**src/hw/rtl/coordinate_pair_list_parser_top_macros.svh**
```systemverilog
// assertion helpers for the coordinate pair parser
// all of them sample on clock and stay quiet while reset is high
`ifndef COORDINATE_PAIR_LIST_PARSER_TOP_MACROS_SVH
`define COORDINATE_PAIR_LIST_PARSER_TOP_MACROS_SVH

// same-cycle implication
`define CPLP_ASSERT_IMP(label, ante, cons, msg) \
   label: assert property (@(posedge clock) disable iff (reset) (ante) |-> (cons)) \
      else $error(msg);

// next-cycle implication
`define CPLP_ASSERT_NXT(label, ante, cons, msg) \
   label: assert property (@(posedge clock) disable iff (reset) (ante) |=> (cons)) \
      else $error(msg);

`endif

```
**src/hw/rtl/cplp_pkg.sv**
```systemverilog
`timescale 1ns / 1ps
package cplp_pkg;

   typedef enum logic [2:0] {
      PH_OPEN,
      PH_LAT,
      PH_AFTER_LAT,
      PH_LON,
      PH_AFTER_LON,
      PH_SKIP
   } parse_phase_type;

   typedef enum logic [1:0] {
      NUM_START,
      NUM_WHOLE,
      NUM_FRAC
   } num_phase_type;

   localparam logic [7:0] CH_OPEN  = 8'h28;
   localparam logic [7:0] CH_CLOSE = 8'h29;
   localparam logic [7:0] CH_COMMA = 8'h2C;
   localparam logic [7:0] CH_DOT   = 8'h2E;
   localparam logic [7:0] CH_MINUS = 8'h2D;
   localparam logic [7:0] CH_PLUS  = 8'h2B;
   localparam logic [7:0] CH_SPACE = 8'h20;
   localparam logic [7:0] CH_ZERO  = 8'h30;
   localparam logic [7:0] CH_NINE  = 8'h39;

   // saturation limit of the magnitude
   localparam logic [30:0] MAG_MAX = 31'h7FFF_FFFF;

   // what one parsed byte gives towards the result channel
   typedef struct packed {
      logic        valid;
      logic        point;
      logic [31:0] lat;
      logic [31:0] lon;
      logic        rec_end;
      logic        err;
   } parse_evt_type;

   function automatic logic [29:0] pow10(input logic [3:0] idx);
      logic [29:0] r;
      case (idx)
         4'd0: r = 30'd1;
         4'd1: r = 30'd10;
         4'd2: r = 30'd100;
         4'd3: r = 30'd1000;
         4'd4: r = 30'd10000;
         4'd5: r = 30'd100000;
         4'd6: r = 30'd1000000;
         4'd7: r = 30'd10000000;
         4'd8: r = 30'd100000000;
         4'd9: r = 30'd1000000000;
         default: r = 30'd0;
      endcase
      return r;
   endfunction

endpackage

```
**src/hw/rtl/coordinate_pair_list_parser_top.sv**
```systemverilog
`timescale 1ns / 1ps
// coordinate pair list parser
// req channel: one text byte per transaction (req_char_byte), req_last_byte
// marks the final byte of a record. text is a list of points "(lat,lon)"
// separated by commas, with spaces allowed around every token.
// rsp channel: one transaction per closing bracket that completes a point,
// and one on the last byte of a record (both at once when they coincide).
// coordinates are signed fixed point scaled by ten to FRAC_DIGITS, with
// truncated excess fraction digits and a saturated magnitude.
// rsp_stopped_on_error is set only with rsp_record_end, when a malformed
// point halted parsing or the record ended outside a closed point.
// pipeline: input register, then the parse logic into the result register.
// a byte accepted into the input register passes through the parse logic
// into the result register once that register is free; throughput is one
// byte per cycle, limited only by the single result register draining.
// a stalled rsp side holds the result and the input register, and req_ready
// drops only once both are full.
// reset (synchronous, active high) empties both registers and returns the
// parser to waiting for an opening bracket with no error recorded.
`include "coordinate_pair_list_parser_top_macros.svh"
module coordinate_pair_list_parser_top #(
   parameter int FRAC_DIGITS = 6
) (
   input  logic               clock,
   input  logic               reset,
   input  logic               req_valid,
   output logic               req_ready,
   input  logic [7:0]         req_char_byte,
   input  logic               req_last_byte,
   output logic               rsp_valid,
   input  logic               rsp_ready,
   output logic               rsp_point_valid,
   output logic signed [31:0] rsp_latitude,
   output logic signed [31:0] rsp_longitude,
   output logic               rsp_record_end,
   output logic               rsp_stopped_on_error
);
   import cplp_pkg::*;

   // input register
   logic       in_valid_ff, in_valid_in;
   logic [7:0] in_char_ff;
   logic       in_last_ff;

   // result register
   logic          rsp_valid_ff, rsp_valid_in;
   parse_evt_type rsp_ff;

   logic          out_free;
   logic          consume;
   parse_evt_type evt;

   // the result register can take a new value when empty or being drained
   assign out_free  = !rsp_valid_ff || rsp_ready;
   assign consume   = in_valid_ff && out_free;
   assign req_ready = !in_valid_ff || out_free;

   assign in_valid_in  = (req_valid && req_ready) || (in_valid_ff && !out_free);
   assign rsp_valid_in = out_free ? (consume && evt.valid) : rsp_valid_ff;

   cplp_parser #(
      .FRAC_DIGITS (FRAC_DIGITS)
   ) u_parser (
      .clock     (clock),
      .reset     (reset),
      .consume   (consume),
      .char_byte (in_char_ff),
      .last_byte (in_last_ff),
      .evt       (evt)
   );

   always_ff @(posedge clock) begin
      if (reset) begin
         in_valid_ff  <= 1'b0;
         rsp_valid_ff <= 1'b0;
      end else begin
         in_valid_ff  <= in_valid_in;
         rsp_valid_ff <= rsp_valid_in;
      end
      // capture a new byte only on an accepted req transaction
      if (req_valid && req_ready) begin
         in_char_ff <= req_char_byte;
         in_last_ff <= req_last_byte;
      end
      if (consume && evt.valid) begin
         rsp_ff <= evt;
      end
   end

   assign rsp_valid            = rsp_valid_ff;
   assign rsp_point_valid      = rsp_ff.point;
   assign rsp_latitude         = rsp_ff.lat;
   assign rsp_longitude        = rsp_ff.lon;
   assign rsp_record_end       = rsp_ff.rec_end;
   assign rsp_stopped_on_error = rsp_ff.err;

   // error flag only travels with the end of a record
   `CPLP_ASSERT_IMP(a_err_with_end, rsp_valid && !rsp_record_end, !rsp_stopped_on_error, "error flag without record end")
   // a result carries a point or a record end
   `CPLP_ASSERT_IMP(a_rsp_has_cause, rsp_valid, rsp_point_valid || rsp_record_end, "empty result")
   // coordinates are zero when no point is carried
   `CPLP_ASSERT_IMP(a_zero_without_point, rsp_valid && !rsp_point_valid, (rsp_latitude == 32'sd0) && (rsp_longitude == 32'sd0), "coordinates without point")
   // a buffered byte is not lost while the result side is blocked
   `CPLP_ASSERT_NXT(a_input_held, in_valid_ff && !out_free, in_valid_ff, "buffered byte dropped")

endmodule

```
**src/hw/rtl/cplp_digit_acc.sv**
```systemverilog
`timescale 1ns / 1ps
module cplp_digit_acc #(
   parameter int FRAC_DIGITS = 6
) (
   input  logic [30:0] acc,
   input  logic [3:0]  frac_count,
   input  logic        frac_mode,
   input  logic [3:0]  digit,
   output logic [30:0] acc_next,
   output logic [3:0]  frac_count_next
);
   import cplp_pkg::*;

   localparam logic [3:0]  FRAC_LIMIT  = 4'(FRAC_DIGITS);
   localparam logic [29:0] WHOLE_SCALE = pow10(4'(FRAC_DIGITS));

   logic [3:0]  tab_idx;
   logic [33:0] frac_weight;
   logic [34:0] sum;

   always_comb begin
      tab_idx         = FRAC_LIMIT - 4'd1 - frac_count;
      frac_weight     = 34'(digit) * 34'(pow10(tab_idx));
      frac_count_next = frac_count;
      sum             = 35'(acc);
      if (frac_mode) begin
         // digits past the kept precision are dropped
         if (frac_count < FRAC_LIMIT) begin
            sum             = 35'(acc) + 35'(frac_weight);
            frac_count_next = frac_count + 4'd1;
         end
      end else begin
         sum = 35'({acc, 3'b000}) + 35'({acc, 1'b0}) + 35'(digit) * 35'(WHOLE_SCALE);
      end
      acc_next = (sum > 35'(MAG_MAX)) ? MAG_MAX : sum[30:0];
   end

endmodule

```
**src/hw/rtl/cplp_parser.sv**
```systemverilog
`timescale 1ns / 1ps
module cplp_parser #(
   parameter int FRAC_DIGITS = 6
) (
   input  logic                   clock,
   input  logic                   reset,
   input  logic                   consume,
   input  logic [7:0]             char_byte,
   input  logic                   last_byte,
   output cplp_pkg::parse_evt_type evt
);
   import cplp_pkg::*;

   parse_phase_type phase_ff, phase_in;
   num_phase_type   nph_ff, nph_in;
   logic            neg_ff, neg_in;
   logic            seen_ff, seen_in;
   logic [30:0]     acc_ff, acc_in;
   logic [3:0]      fcnt_ff, fcnt_in;
   logic [31:0]     held_ff, held_in;
   logic            err_ff, err_in;

   logic        is_digit, is_space;
   logic        take;
   logic [31:0] num_value;
   logic [30:0] acc_dig;
   logic [3:0]  fcnt_dig;

   assign is_digit  = (char_byte >= CH_ZERO) && (char_byte <= CH_NINE);
   assign is_space  = (char_byte == CH_SPACE);
   assign num_value = neg_ff ? (32'd0 - {1'b0, acc_ff}) : {1'b0, acc_ff};

   cplp_digit_acc #(
      .FRAC_DIGITS (FRAC_DIGITS)
   ) u_digit (
      .acc             (acc_ff),
      .frac_count      (fcnt_ff),
      .frac_mode       (nph_ff == NUM_FRAC),
      .digit           (4'(char_byte - CH_ZERO)),
      .acc_next        (acc_dig),
      .frac_count_next (fcnt_dig)
   );

   always_ff @(posedge clock) begin
      if (reset) begin
         phase_ff <= PH_OPEN;
         nph_ff   <= NUM_START;
         neg_ff   <= 1'b0;
         seen_ff  <= 1'b0;
         acc_ff   <= '0;
         fcnt_ff  <= 4'd0;
         held_ff  <= '0;
         err_ff   <= 1'b0;
      end else begin
         phase_ff <= phase_in;
         nph_ff   <= nph_in;
         neg_ff   <= neg_in;
         seen_ff  <= seen_in;
         acc_ff   <= acc_in;
         fcnt_ff  <= fcnt_in;
         held_ff  <= held_in;
         err_ff   <= err_in;
      end
   end

   always_comb begin
      phase_in = phase_ff;
      nph_in   = nph_ff;
      neg_in   = neg_ff;
      seen_in  = seen_ff;
      acc_in   = acc_ff;
      fcnt_in  = fcnt_ff;
      held_in  = held_ff;
      err_in   = err_ff;
      take     = 1'b0;
      evt      = '0;

      if (consume) begin
         if (!err_ff) begin
            case (phase_ff)
               PH_OPEN: begin
                  if (char_byte == CH_OPEN) begin
                     phase_in = PH_LAT;
                     nph_in   = NUM_START;
                     neg_in   = 1'b0;
                     seen_in  = 1'b0;
                     acc_in   = '0;
                     fcnt_in  = '0;
                  end else if (!is_space) begin
                     err_in = 1'b1;
                  end
               end
               PH_LAT, PH_LON: begin
                  case (nph_ff)
                     NUM_START: take = is_space || is_digit || (char_byte == CH_MINUS) ||
                                       (char_byte == CH_PLUS) || (char_byte == CH_DOT);
                     NUM_WHOLE: take = is_digit || (char_byte == CH_DOT);
                     NUM_FRAC:  take = is_digit;
                     default:   take = 1'b0;
                  endcase
                  if (take) begin
                     if (is_digit) begin
                        acc_in  = acc_dig;
                        fcnt_in = fcnt_dig;
                        seen_in = 1'b1;
                        if (nph_ff != NUM_FRAC) begin
                           nph_in = NUM_WHOLE;
                        end
                     end else if (char_byte == CH_DOT) begin
                        nph_in = NUM_FRAC;
                     end else if (char_byte == CH_MINUS) begin
                        neg_in = 1'b1;
                        nph_in = NUM_WHOLE;
                     end else if (char_byte == CH_PLUS) begin
                        nph_in = NUM_WHOLE;
                     end
                  end else if (!seen_ff) begin
                     err_in = 1'b1;
                  end else if (phase_ff == PH_LAT) begin
                     // number closed, same byte judged as what follows it
                     held_in = num_value;
                     if (is_space) begin
                        phase_in = PH_AFTER_LAT;
                     end else if (char_byte == CH_COMMA) begin
                        phase_in = PH_LON;
                        nph_in   = NUM_START;
                        neg_in   = 1'b0;
                        seen_in  = 1'b0;
                        acc_in   = '0;
                        fcnt_in  = '0;
                     end else begin
                        phase_in = PH_AFTER_LAT;
                        err_in   = 1'b1;
                     end
                  end else begin
                     if (is_space) begin
                        phase_in = PH_AFTER_LON;
                     end else if (char_byte == CH_CLOSE) begin
                        phase_in  = PH_SKIP;
                        evt.point = 1'b1;
                        evt.lat   = held_ff;
                        evt.lon   = num_value;
                     end else begin
                        phase_in = PH_AFTER_LON;
                        err_in   = 1'b1;
                     end
                  end
               end
               PH_AFTER_LAT: begin
                  if (char_byte == CH_COMMA) begin
                     phase_in = PH_LON;
                     nph_in   = NUM_START;
                     neg_in   = 1'b0;
                     seen_in  = 1'b0;
                     acc_in   = '0;
                     fcnt_in  = '0;
                  end else if (!is_space) begin
                     err_in = 1'b1;
                  end
               end
               PH_AFTER_LON: begin
                  if (char_byte == CH_CLOSE) begin
                     phase_in  = PH_SKIP;
                     evt.point = 1'b1;
                     evt.lat   = held_ff;
                     evt.lon   = num_value;
                  end else if (!is_space) begin
                     err_in = 1'b1;
                  end
               end
               PH_SKIP: begin
                  if (char_byte == CH_COMMA) begin
                     phase_in = PH_OPEN;
                  end
               end
               default: err_in = 1'b1;
            endcase
         end

         if (last_byte) begin
            evt.rec_end = 1'b1;
            evt.err     = err_in || (phase_in != PH_SKIP);
            phase_in    = PH_OPEN;
            nph_in      = NUM_START;
            neg_in      = 1'b0;
            seen_in     = 1'b0;
            acc_in      = '0;
            fcnt_in     = '0;
            held_in     = '0;
            err_in      = 1'b0;
         end
         evt.valid = evt.point || evt.rec_end;
      end
   end

endmodule
```
**config.mk**
```make
export PLATFORM = sky130hd
export DESIGN_NAME = coordinate_pair_list_parser_top
export DESIGN_NICKNAME = d
export VERILOG_FILES = /design/src/hw/rtl/cplp_pkg.sv /design/src/hw/rtl/coordinate_pair_list_parser_top.sv /design/src/hw/rtl/cplp_digit_acc.sv /design/src/hw/rtl/cplp_parser.sv
export VERILOG_INCLUDE_DIRS = /design/src /design/src/hw/rtl
export SDC_FILE = /design/constraint.sdc
export NUM_CORES = 1
export LEC_CHECK = 0
export ABC_AREA = 1
export BUFFER_PORTS_ARGS = -buffer_cell sky130_fd_sc_hd__clkbuf_2
export CAP_MARGIN = 20
export CORE_MARGIN = 2
export CORE_UTILIZATION = 49
export DETAILED_ROUTE_END_ITERATION = 8
export PLACE_DENSITY_LB_ADDON = 0.05
export SLEW_MARGIN = 40
export SYNTH_ARGS = -nofsm -noshare
export SYNTH_HDL_FRONTEND = slang
export SYNTH_SLANG_ARGS = --single-unit
```
**constraint.sdc**
```tcl
create_clock -name clock -period 5.2 [get_ports clock]
set_input_delay 0.52 -clock clock [delete_from_list [all_inputs] [get_ports clock]]
set_output_delay 0.52 -clock clock [all_outputs]
set_load 0.1 [all_outputs]
```
==> results of run 1 <==
-- routing by layer --
metal / track usage [%] / part of all wire [%]
met5: 0 / 0
met2: 56.85 / 45
met1: 47.03 / 41
met4: 16.62 / 5.3
met3: 4.515 / 8.3
-- state kept, by name, indices dropped and copies added (netlist names) --
signal	flops
rsp_point_valid	1
u_parser.acc_ff	31
rsp_stopped_on_error	1
u_parser.err_ff	1
rsp_longitude	32
in_last_ff	1
rsp_valid	1
in_valid_ff	1
rsp_record_end	1
rsp_latitude	32
u_parser.nph_ff	2
u_parser.fcnt_ff	4
u_parser.seen_ff	1
in_char_ff	8
u_parser.held_ff	32
u_parser.phase_ff	3
u_parser.neg_ff	1
-- cells in the final DEF (no fill, tap or decap), types with 39 or more instances in the layout --
master	n
sky130_fd_sc_hd__nand2_1	614
sky130_fd_sc_hd__inv_1	507
sky130_fd_sc_hd__buf_4	266
sky130_fd_sc_hd__nor2_1	254
sky130_fd_sc_hd__a21oi_1	164
sky130_fd_sc_hd__nand3_1	155
sky130_fd_sc_hd__fa_1	102
sky130_fd_sc_hd__o21ai_0	97
sky130_fd_sc_hd__clkbuf_2	81
sky130_fd_sc_hd__ha_1	79
sky130_fd_sc_hd__edfxtp_1	76
sky130_fd_sc_hd__dfxtp_1	74
sky130_fd_sc_hd__nand2_2	70
sky130_fd_sc_hd__nor2_2	46
sky130_fd_sc_hd__inv_2	44
sky130_fd_sc_hd__nor2_4	39
-- power by group through the flow --
| stage | logic [mW] | registers (mW) | clock network, mW |
|---|---|---|---|
| final | 1.49 | 1.29 | 1.28 |
| after global routing | 1.59 | 1.30 | 1.33 |
| after CTS | 1.39 | 1.29 | 1.28 |
| after detailed placement | 1.19 | 1.32 | 0 |
| after global placement | 1.18 | 1.32 | 0 |
| after floorplan | 0.573 | 1.44 | 0 |
-- worst min-delay path by stage --
stage / cells after the start / from / to
after floorplan: 2 / u_parser.held_ff[0] / u_parser.held_ff[0]
after global placement: 2 / u_parser.held_ff[6] / u_parser.held_ff[6]
after detailed placement: 2 / u_parser.held_ff[8] / u_parser.held_ff[8]
after CTS: 1 / req_char_byte[5] / in_char_ff[5]
after global routing: 1 / req_char_byte[3] / in_char_ff[3]
final: 1 / req_char_byte[5] / in_char_ff[5]
-- cells by family (layout without fill, tap and decap cells) --
group                      count (synthesis)  in the layout
adders and majority gates                223            223
buffers and inverters                    639            966
AOI/OAI and AO/OA                        342            342
xor gates and xnor gates                  47             47
and+or+nand+nor                         1323           1323
DFF                                      153            153
-- timing repair --
item	CTS	global route
pin swaps	98	97
endpoints found under the setup margin	31	31
resized for setup	319	132
buffers inserted	23	22
cloned	4	2
-- critical path, delay by kind of cell (launching register included) --
kind	cells	cell delay, ns
AND/OR/NAND/NOR	15	1.67
AO/OA/AOI/OAI	3	0.31
buffers and inverters	5	0.41
XOR/XNOR	1	0.18
adder cells (fa/ha/maj)	5	2.31
flip-flops	1	0.49
-- area by class of cell --
class | instances | share of cell area [%]
Clock buffer | 18 | 1.963
Timing Repair Buffer | 378 | 12.54
Sequential cell | 153 | 16.70
Inverter | 556 | 9.150
Multi-Input combinational cell | 1935 | 56.40
Clock inverter | 14 | 0.7362
Tap cell | 461 | 2.514
==> summary by stage, run 1 <==
Logic synthesis
The post-synthesis compound-gate area fraction is 10.26%. For this run, the number of Yosys warnings is 0. The post-synthesis cell type with the largest combined area is sky130_fd_sc_hd__nand2_1.

The synthesized net count is 2963. The proportion of register bits with asynchronous set or reset after synthesis is 0%. After synthesis, the most frequently instantiated cells are sky130_fd_sc_hd__nand2_1 (701), sky130_fd_sc_hd__inv_1 (545), sky130_fd_sc_hd__nor2_1 (331). By instance count, the leading cell after synthesis is sky130_fd_sc_hd__nand2_1. After synthesis, the netlist uses 49 different library cells. For this run, the leading register cell type out of synthesis is sky130_fd_sc_hd__dfxtp_1. The proportion of synthesized chip area in sequential cells is 21.76%. The count of flip-flops with a built-in enable after synthesis is 76.

The average instance in the mapped netlist occupies 6.445 µm². After Yosys synthesis, full adders, half adders and majority gates account for 20.49% of the synthesized area. The multiplexer share of the synthesized area is 0%.

After Yosys synthesis, XOR and XNOR cells account for under 10% of the synthesized area. After synthesis, the largest family of logic cells by area is simple AND/OR/NAND/NOR gates. Synthesis produced a netlist whose cell count is about 2.7k. Counting flops and latches in the post-synthesis netlist gives 153. Summing every instance area after synthesis gives 0.01757 mm². After Yosys synthesis, and, or, nand and nor cells account for 31.23% of the synthesized area. After synthesis, the cell types taking the most area are sky130_fd_sc_hd__nand2_1 (15%), sky130_fd_sc_hd__edfxtp_1 (13%), sky130_fd_sc_hd__fa_1 (12%).

The share of the synthesized area in the top cell type is around 15%.

Setup path
The critical path startpoint category is a flip-flop. Tracing the worst setup path back leads to its startpoint at in_char_ff[2]. On the critical path, the stage with the largest delay is an instance of sky130_fd_sc_hd__fa_1. In this run the worst setup path terminates at u_parser.acc_ff[15]. In this run the critical register-to-register path is launched from in_char_ff[2]. The setup path with the least slack is of type flip-flop to flip-flop. The most frequent cell on the critical path is sky130_fd_sc_hd__nand2_1. Data on the critical path is required at its endpoint by 5.51 ns. The highest cell delay on the worst timing path is 0.61 ns. The worst setup path is captured at a flip-flop. For the worst setup path, the data arrival time is 5.82 ns.

The capturing point of the worst reg2reg path is u_parser.acc_ff[15]. The worst reg-to-reg path cell count is 29. Setup slack on the worst reg-to-reg path comes out at -0.31 ns. The highest net fanout along the worst path is 8.

Power and ir drop
Of the total power, the share spent switching nets is 37.35%. Dividing total power by cell area gives a power density of 176.9 mW/mm². The internal portion of the total power is 2.543 mW. In this run the static leakage power is ~11 nW.

Summed over all nets, the switching power comes to ~1.5 mW. The clock network fraction of total power is between 30% and 40%. The peak supply drop is 324.5 µV. Combinational logic is responsible for 36.7% of the overall power. In this run, flip-flops and latches consume 31.9% of the power.

The total chip power is 4.060 mW.

GRT
The first-pass GRT wire length is 103.1 mm. In the global route stage, overall resource usage came out at 35.23%. The aggregate global routing overflow is 0. The initial antenna violation count is 0. The largest net degree at the start of global routing is 68.

The number of global-route vias before repair was 18.21k.

Clocking
The clock-pin slew reported for the worst setup and hold paths after clock tree synthesis is 0.08 ns. The source-to-sink clock delay at the later pin of the worst-skew pair is 0.45 ns. The count of hold-fix buffers inserted at cts is 0. The clock net sink count is 153.

The H-tree was split into 4 levels. In this run, CTS created clock tree buffers numbering 17. The largest buffer count on any clock path is 2. The clock tree from TritonCTS is done. The master cell of the clock root buffer is sky130_fd_sc_hd__clkbuf_16.

STA
The final critical delay including setup and external delays is 5.507 ns. Static timing analysis puts the maximum clock frequency at roughly 0.18 GHz. The number of max-slew violations in the final report is 0. The final total negative setup slack is -6.937 ns. After layout, the worst setup slack is -0.3071 ns. Of the available clock period, the critical path in the final layout requires 105.9%. For the final database, setup skew stands at 0.02106 ns.

The total count of hold-check failures in the final report was 0. The smallest hold slack is 0.2581 ns. Setup repair after global routing could not meet its margin everywhere. The worst-case headroom to the max-slew limit is 45.72%. Setup violations remaining at the end of the flow were counted as 31.

The worst-margin pin slew is 0.8112 ns.

Detailed routing
For this run, design rule violations remaining after detail routing come to 0. The first routing iteration left approximately 1.8k violations. In this run the remaining antenna-violating nets after routing total 0. The average wire per standard cell is 18.97 µm. The via-per-instance ratio is 5.429. The first detailed-routing pass ran for 7 iterations.

For this block, the via count after detailed routing is 19.08k. For this block, the routed nets add up to 66.69 mm of wire.

Placement
In this run the cell area measured after placement is 0.02020 mm². The count of port buffers added during placement is 81. At the end of routability-driven placement, the weighted congestion stood at approximately 1.0. The number of placed instances, taps included, is 3437. After legalization and detailed placement, the total HPWL measured 51.09 mm. Before CTS, the worst setup slack after placement is -0.6803 ns.

Run status
The final reports fail on negative setup slack. The run finished, with violations left.

Cells and area
The number of nets in the finished design is 3277. The number of inserted filler cells in the final layout is 3216. The sequential cells in the finished layout cover a total of between 0.003 and 0.004 mm².

For this run, the share of the core covered by cells in the final layout is 64.66%. Summing all multi-input logic gate instances after layout gives ~0.013 mm². The count of non-filler cells in the finished layout is 3515.

In the final layout, the share of cells above drive strength 1 is 25.47%. The number of antenna diodes in the final layout is 0. The area of all placed cells without fillers is between 0.02 and 0.025 mm². Relative to the synthesized area, the layout overhead comes to 30.56%.

Die
The die covers 0.03740 mm². Measured along the x axis, the die boundary spans 193.4 µm. The die is 193.4 µm tall. The standard cell core area is between 0.03 and 0.04 mm². The top-level I/O count is 82. After floorplanning, the core was divided into between 60 and 70 placement rows. Once the floorplan was initialized, standard cells occupied 49.53% of the core.

Hold path
The classification of the worst-slack hold path is primary input to flip-flop.

Flow run
The max-cap violation count is 0.
(Power assumes the default switching activity.)
==> inputs of run 2 (changes only) <==
- CORE_MARGIN: 2 -> 10
- CORE_UTILIZATION: 49 -> 36
==> run 2 against run 1 <==
The run still ends with negative setup slack left. Sequential cell count unchanged. Clock skew decreased by 0.0056 ns. Sequential power about the same. Critical path depth increased by 2. Die area increased by 55%. Via count decreased by 2.9%. Sequential share of layout area decreased by 0.18 points. Setup slack improved by 0.14 ns. Hold slack got worse by 0.010 ns. Cell count increased by 4.7%. Register-to-register slack improved by 0.14 ns.
==> summary by stage, run 2 (same netlist as run 1, synthesis figures left out) <==
Clocking
The source-to-sink clock delay at the later pin of the worst-skew pair is 0.45 ns (about the same). The maximum level of the CTS H-tree is 4 (unchanged). The clock-pin slew reported for the worst setup and hold paths after clock tree synthesis is 0.08 ns (about the same). The largest buffer count on any clock path is 2 (unchanged). The number of buffers inserted during clock tree synthesis is 17 (unchanged). The master cell of the clock root buffer is sky130_fd_sc_hd__clkbuf_16. The clock net sink count came to 153 (unchanged). The clock tree from TritonCTS is done.

STA
The worst clock skew was 0.01548 ns (-0.005578 ns). The worst-margin pin slew came to 0.7643 ns (-0.04691 ns). The part of the cycle the worst path needs came to 103.2% (-2.8 points). The number of max-slew violations in the final report is 0 (unchanged).

The highest achievable clock rate came to 0.1864 GHz (+2.7%). The worst-case setup margin in the final layout is -0.1638 ns (+0.1433 ns). Setup repair after global routing could not meet its margin everywhere. The final critical delay including setup and external delays is 5.364 ns (-0.1433 ns).

The total count of hold-check failures in the final report is 0 (unchanged). The final count of negative-setup-slack endpoints is 31 (unchanged). The worst-case headroom to the max-slew limit is 48.58% (+2.9 points). The smallest hold slack is 0.2476 ns (-0.01050 ns).

Detailed routing
The overall routed net length is 70.47 mm (+5.7%). The number of iterations in the first detailed-routing pass came to 7 (unchanged). The average wire per standard cell was 19.15 µm (+0.90%). The remaining number of nets flagged by the antenna check after routing came to 0 (unchanged). The via-per-instance ratio is 5.034 (-7.3%). The post-detailed-route DRC marker count is 0 (unchanged). The first-iteration detailed-routing DRC count was 1577 (-14%).

The total vias in the final route is 18.53k (-2.9%).

Die
The count of standard-cell rows is 80 (+16%). The initial cell density of the core is 36.58% (-13 points). The top-level I/O count was 82 (unchanged).

The floorplan die width is 240.9 µm (+25%). The die height is 240.9 µm (+25%). The standard cell core area is 0.04805 mm² (+35%). The full die area is 0.05805 mm² (+55%).

GRT
The initial antenna violation count was 0 (unchanged). The first-pass GRT wire length was 107.2 mm (+4.0%). The global-route usage over all layers was 24.22% (-11 points). The largest net degree at the start of global routing is 67 (-1.5%). The number of global-route vias before repair is 18.05k (-0.89%). The aggregate global routing overflow came to 0 (unchanged).

Power and ir drop
The peak supply drop came to 225.2 µV (-31%). The leakage power was 11.54 nW (+1.1%). The clock network fraction of total power is 31.6% (+0.2 points). The sequential share of power is 31.3% (-0.6 points). The switching power summed over all nets was 1.551 mW (+2.3%).

The fraction of power spent switching nets is 37.51% (+0.16 points). The total chip power is 4.134 mW (+1.8%). The combinational fraction of design power is 37.1% (+0.4 points). The internal power of the cells was 2.584 mW (+1.6%). The power density of the placed cells is 178.3 mW/mm² (+0.76%).

Setup path
By instance count, the cell type seen most on the critical path is sky130_fd_sc_hd__nand2_1. By startpoint and endpoint, the worst setup path is classified as flip-flop to flip-flop. The slowest stage cell on the critical path is sky130_fd_sc_hd__fa_1. The critical path arrival is 5.68 ns (-0.14 ns). The highest cell delay on the worst timing path is 0.60 ns (about the same).

The critical path endpoint category is a flip-flop. The endpoint required time on the critical path is 5.52 ns (about the same). The highest net fanout along the worst path is 8 (unchanged). The critical path startpoint category is a flip-flop.

Cells and area
Relative to the synthesized area, the layout overhead comes to 31.95%. The library cell used most frequently in the layout, excluding fill and tap cells, is sky130_fd_sc_hd__nand2_1. The number of inserted filler cells in the final layout is 5050 (+57%). The area taken by flip-flops and latches is 0.003832 mm² (unchanged).

The layout cell share with drive strength beyond 1 is 24.43% (-1.0 points). The area occupied by multi-input gates is 0.01289 mm² (-0.42%). The number of inserted diodes is 0 (unchanged). In the layout the commonest cells are sky130_fd_sc_hd__nand2_1 (631), sky130_fd_sc_hd__inv_1 (515), sky130_fd_sc_hd__buf_4 (282). The count of non-filler cells in the finished layout is 3681 (+4.7%). The number of nets in the finished design was 3289 (+0.37%).

Placement
The post-detailed-placement half-perimeter wirelength was 55.40 mm (+8.4%). The routability-driven placement congestion ratio is 0.9738 (-3.6%). The instance count after placement with tap cells included is 3617 (+5.2%). The count of port buffers added during placement is 81 (unchanged).

Run status
The run finished, with violations left. The checks that failed: negative setup slack.

Flow run
The max-cap violation count is 0 (unchanged).

Hold path
In this run the worst hold path is classified as primary input to flip-flop.
run 2: metrics by stage:
step | util [%] | area [µm²] | setup TNS (ns) | worst slack, ns
after detailed placement | 42.88 | 20600 | -18.24 | -0.7255
after floorplan | - | 17580 | 0 | 0.01917
final | 48.27 | 23190 | -4.420 | -0.1638
after global placement | 42.88 | 20600 | -16.74 | -0.6048
after CTS | 47.32 | 22740 | -1.041 | -0.09981
after global routing | 48.27 | 23190 | -12.64 | -0.4295
run 2: layer usage:
| layer | wire [µm] | track usage (%) |
|---|---|---|
| met4 | 2969 | 10.67 |
| met1 | 31260 | 32.05 |
| met3 | 4287 | 3.456 |
| met5 | 0 | 0 |
| met2 | 31960 | 38.68 |
run 2: worst paths after layout:
path              cells after the start                  end  slack (ns)                 from
setup reg to reg                     31  u_parser.acc_ff[15]       -0.16        in_char_ff[1]
setup / recovery                     31  u_parser.acc_ff[15]       -0.16        in_char_ff[1]
hold reg to reg                       2  u_parser.held_ff[9]        0.46  u_parser.held_ff[9]
hold / removal                        1           in_last_ff        0.25        req_last_byte
run 2: repair_timing:
| action | CTS | global route |
|---|---|---|
| endpoints found under the setup margin | 31 | 31 |
| resized for setup | 289 | 100 |
| pin swaps | 86 | 66 |
| setup buffers | 22 | 8 |
| gates cloned | 4 | 1 |
| hold buffers | 0 | 0 |
run 2: critical path, delay by kind of cell (launching register included):
family / cells / cell delay (ns)
flops: 1 / 0.51
fa+ha+maj: 5 / 2.26
buf+inv: 5 / 0.46
simple gates: 17 / 1.51
compound gates: 3 / 0.31
xor+xnor: 1 / 0.17
run 2: final cells by class:
class / count / share of cell area (%)
inverter: 556 / 9.010
clock inverter: 15 / 0.8579
multi-input combinational: 1935 / 55.57
sequential: 153 / 16.53
timing repair buffer: 390 / 12.88
clock buffer: 17 / 1.834
tap: 615 / 3.318
run 2: power groups by stage:
stage          Combinational [mW]  Sequential, mW  Clock, mW
2_1_floorplan               0.573            1.44          0
3_3_place_gp                 1.24            1.32          0
3_5_place_dp                 1.23            1.32          0
4_1_cts                      1.46            1.29       1.34
5_1_grt                      1.66            1.30       1.38
6_report                     1.53            1.29       1.31
